### src/rtl/issc_ram.sv
// Generic simple dual-port RAM: one write port, one read port, registered read.
// Used for the image byte store. No dependencies.
module issc_ram #(
    parameter int WIDTH = 8,
    parameter int DEPTH = 256,
    localparam int AW = (DEPTH > 1) ? $clog2(DEPTH) : 1
) (
    input  logic             i_clk,
    input  logic             i_we,
    input  logic [AW-1:0]    i_waddr,
    input  logic [WIDTH-1:0] i_wdata,
    input  logic [AW-1:0]    i_raddr,
    output logic [WIDTH-1:0] o_rdata
);

    logic [WIDTH-1:0] r_mem [DEPTH];
    logic [WIDTH-1:0] r_rdata;

    always_ff @(posedge i_clk) begin
        if (i_we) begin
            r_mem[i_waddr] <= i_wdata;
        end
        r_rdata <= r_mem[i_raddr];
    end

    assign o_rdata = r_rdata;

endmodule

### config.mk
export PLATFORM = sky130hd
export DESIGN_NAME = issc_ram
export DESIGN_NICKNAME = d
export VERILOG_FILES = /design/src/rtl/issc_ram.sv
export SDC_FILE = /design/constraint.sdc
export NUM_CORES = 2
export LEC_CHECK = 0
export BUFFER_PORTS_ARGS = -buffer_cell sky130_fd_sc_hd__buf_2
export CORE_MARGIN = 2
export CORE_UTILIZATION = 45
export CTS_CLUSTER_SIZE = 24
export DETAILED_ROUTE_END_ITERATION = 12
export SLEW_MARGIN = 40
export SYNTH_ARGS = -nofsm -noshare
export SYNTH_HDL_FRONTEND = slang
export SYNTH_SLANG_ARGS = --single-unit
### constraint.sdc
create_clock -name i_clk -period 2.2 [get_ports i_clk]
set_input_delay 0.22 -clock i_clk [delete_from_list [all_inputs] [get_ports i_clk]]
set_output_delay 0.22 -clock i_clk [all_outputs]
set_load 0.05 [all_outputs]
==> flow_metrics.env <==
export IMPL_dieArea_mm2=0.180
export IMPL_cp_num_buf_inv=0
export IMPL_ir_drop_v=0.000748
export IMPL_avgSynthCellArea_um2=21.3
export IMPL_clk_path_buf_depth=3
export IMPL_drt_iter0_drc=4899
export IMPL_yosysTopAreaCellShare_pct=77.3
export IMPL_period_needed_ns=2.21
export IMPL_setup_ws_ns=-0.00636
export IMPL_core_mm2=0.176
export IMPL_synthFlopType="edfxtp_1"
export IMPL_worstSetupPathType="register to register"
export IMPL_clk_pin_slew_ns=0.06
export IMPL_synth_edff_count=2048
export IMPL_drcViolationCount=0
export IMPL_num_vias=40800
export IMPL_worstMarginPinSlew_ns=0.845
export IMPL_cts_sinks=2056
export IMPL_slew_violations=0
export IMPL_fmax_mhz=453
export IMPL_seqCellArea_mm2=0.0617
export IMPL_fp_row_count=154
export IMPL_end_kind="register"
export IMPL_gp_congestion=0.847
export IMPL_cp_required_ns=2.92
export IMPL_rsz0062_at_grt="true"
export IMPL_async_flop_share_pct=0
export IMPL_grt_pass1_vias=41300
export IMPL_multi_input_area_mm2=0.0169
export IMPL_failed_checks="negative setup slack"
export IMPL_fp_dieW_um=424
export IMPL_finalHoldViolations=0
export IMPL_design_area_mm2=0.0952
export IMPL_first_pass_iters=6
export IMPL_synth_cell_types=55
export IMPL_antenna_found_initial=8
export IMPL_final_antenna_net_count=0
export IMPL_cts_tree="done"
export IMPL_area_delta_synth_final_pct=19.7
export IMPL_ios=34
export IMPL_dp_hpwl_um=133000
export IMPL_cts_buffers=204
export IMPL_htreeDepth=4
export IMPL_leakagePower_nw=30.8
export IMPL_finalWirelength_um=204000
export IMPL_cts_root_buf="clkbuf_16"
export IMPL_period_share_pct=100
export IMPL_slew_headroom_pct=43.5
export IMPL_grtUsageTotal_pct=22.7
export IMPL_drive_gt1_share_pct=33.7
export IMPL_min_path_type="input port to register"
export IMPL_syn_area_mm2=0.0796
export IMPL_io_buffers=33
export IMPL_cts_setup_buffers=0
export IMPL_critPathArrivalTime_ns=2.93
export IMPL_critPathTopFamily="multiplexers"
export IMPL_nFillCells=13300
export IMPL_syn_instance_count=3733
export IMPL_grt_pass1_wl_um=294000
export IMPL_grt_max_degree=97
export IMPL_fin_skew_ns=0.0550
export IMPL_synth_largest_area_cell="edfxtp_1"
export IMPL_place_area_mm2=0.0881
export IMPL_routedWlPerCell_um=29.2
export IMPL_overflow=0
export IMPL_clk_latency_ns=0.86
export IMPL_synth_area_top_cells="edfxtp_1 (77%), mux4_2 (13%), mux2i_1 (1.7%), nor2_1 (1.3%), a22oi_1 (1.3%)"
export IMPL_syn_num_nets=3759
export IMPL_seq_area_frac_synth_pct=77.5
export IMPL_crit_path_top_delay_cell="mux4_2"
export IMPL_yosys_warnings=0
export IMPL_crit_path_frequent_cell="mux4_2"
export IMPL_nNetsFinal=4489
export IMPL_finalSetupViolations=2
export IMPL_power_total_mw=82.5
export IMPL_status="complete, but fails checks"
export IMPL_maxCapViolCount=0
export IMPL_path_max_fanout=1
export IMPL_via_per_inst=5.85
export IMPL_ys_ff_latch=2056
export IMPL_cpPeakStageDelay_ns=0.54
export IMPL_die_height_um=424
export IMPL_setup_worst_path_start_class="register"
export IMPL_start_util_pct=45.2
export IMPL_crit_chain="mux4_2 -> mux4_2 -> nor2_2 -> a2111oi_4 -> nor3_4 -> nor4_2"
export IMPL_fin_util_pct=54.1
export IMPL_power_density_mw_per_mm2=867
## flip-flops by register name, summed over array words and instances, names as in the netlist
| name | cells |
|---|---|
| r_mem | 2048 |
| o_rdata | 8 |
## per-stage QoR
step | setup slack, ns | std cells | TNS [ns] | hold WS [ns]
after floorplan | 0.0421 | 3733 | 0 | 0.319
after global placement | -1.48 | 6593 | -6.62 | 0.646
after detailed placement | -1.02 | 6593 | -5.96 | 0.658
after CTS | -0.0599 | 6975 | -0.202 | 0.00291
after global routing | -0.0460 | 6975 | -0.133 | 0.0629
final | -0.00636 | 6976 | -0.0111 | 0.0695
## report_power, final
group / switching, mW / internal [mW] / total, mW
sequential: 0.0636 / 43.2 / 43.2
clock: 14.8 / 19.6 / 34.4
combinational: 2.90 / 1.98 / 4.88
total: 17.8 / 64.7 / 82.5
## cells in the mapped netlist (all sizes together) (12+ instances only)
cell,count
o22ai,28
a221oi,14
nor3,22
nor2b,31
a22oi,133
clkbuf,111
buf,122
a21oi,96
edfxtp,2048
mux2i,134
o21ai,12
nor4,27
o221ai,47
mux4,456
nor2,282
nand3,34
a211oi,16
nand2,33
## cell usage in the layout, fill, tap and decap left out, drive strengths merged, types with 8 or more instances in the layout
cell,count
a211oi,16
a21oi,96
a221oi,14
a22o,8
a22oi,133
buf,748
bufinv,19
clkbuf,257
clkinv,85
clkinvlp,12
dfxtp,8
dlygate4sd3,8
edfxtp,2048
mux2i,134
mux4,456
nand2,33
nand2b,8
nand3,34
nand4,10
nor2,282
nor2b,31
nor3,22
nor4,27
o211ai,10
o21ai,12
o221ai,47
o22ai,28
## worst min-delay path: cells and delay by family
family	cells	cell delay, ns
buffers and inverters	2	0.33
AND/OR/NAND/NOR	2	0.21
## cell type report
class	instances	share of cell area, %
sequential	2056	64.8
tap	2340	3.08
multi-input combinational	1442	17.8
inverter	2	0.00789
antenna	3	0.00789
clock buffer	256	5.64
timing repair buffer	757	7.40
clock inverter	120	1.31
## per-layer routing
| metal | part of all wire, % | track usage (%) | up-vias |
|---|---|---|---|
| met5 | 0 | 0 | - |
| met4 | 2.9 | 6.97 | 0 |
| met3 | 7.1 | 3.95 | 300 |
| met2 | 48 | 35.9 | 1571 |
| met1 | 42 | 32.4 | 21700 |
| li1 | - | - | 17200 |
## path summary, 6_finish.rpt
kind            startpoint       endpoint  slack, ns  depth (start not counted)
min             i_waddr[1]  r_mem[219][3]       0.07                          4
max          r_mem[140][0]     o_rdata[0]     -0.006                          6
min reg2reg   r_mem[40][3]     o_rdata[3]       1.04                          7
max reg2reg  r_mem[140][0]     o_rdata[0]     -0.006                          6
## timing repair
action                                  CTS  global route
gates cloned                              0             0
endpoints found under the setup margin    8             8
hold buffers                              8             0
pin swaps                                21            22
gates resized for setup                  47            24
hold endpoints to repair                488             0
## cell families after synthesis
| family | count (synthesis) | synth area share (%) |
|---|---|---|
| buf+inv | 235 | 1.83 |
| compound gates | 385 | 3.42 |
| mux | 591 | 14.6 |
| simple gates | 466 | 2.63 |
| flops | 2056 | 77.5 |
Note: power is estimated with default switching activity, not from simulation.
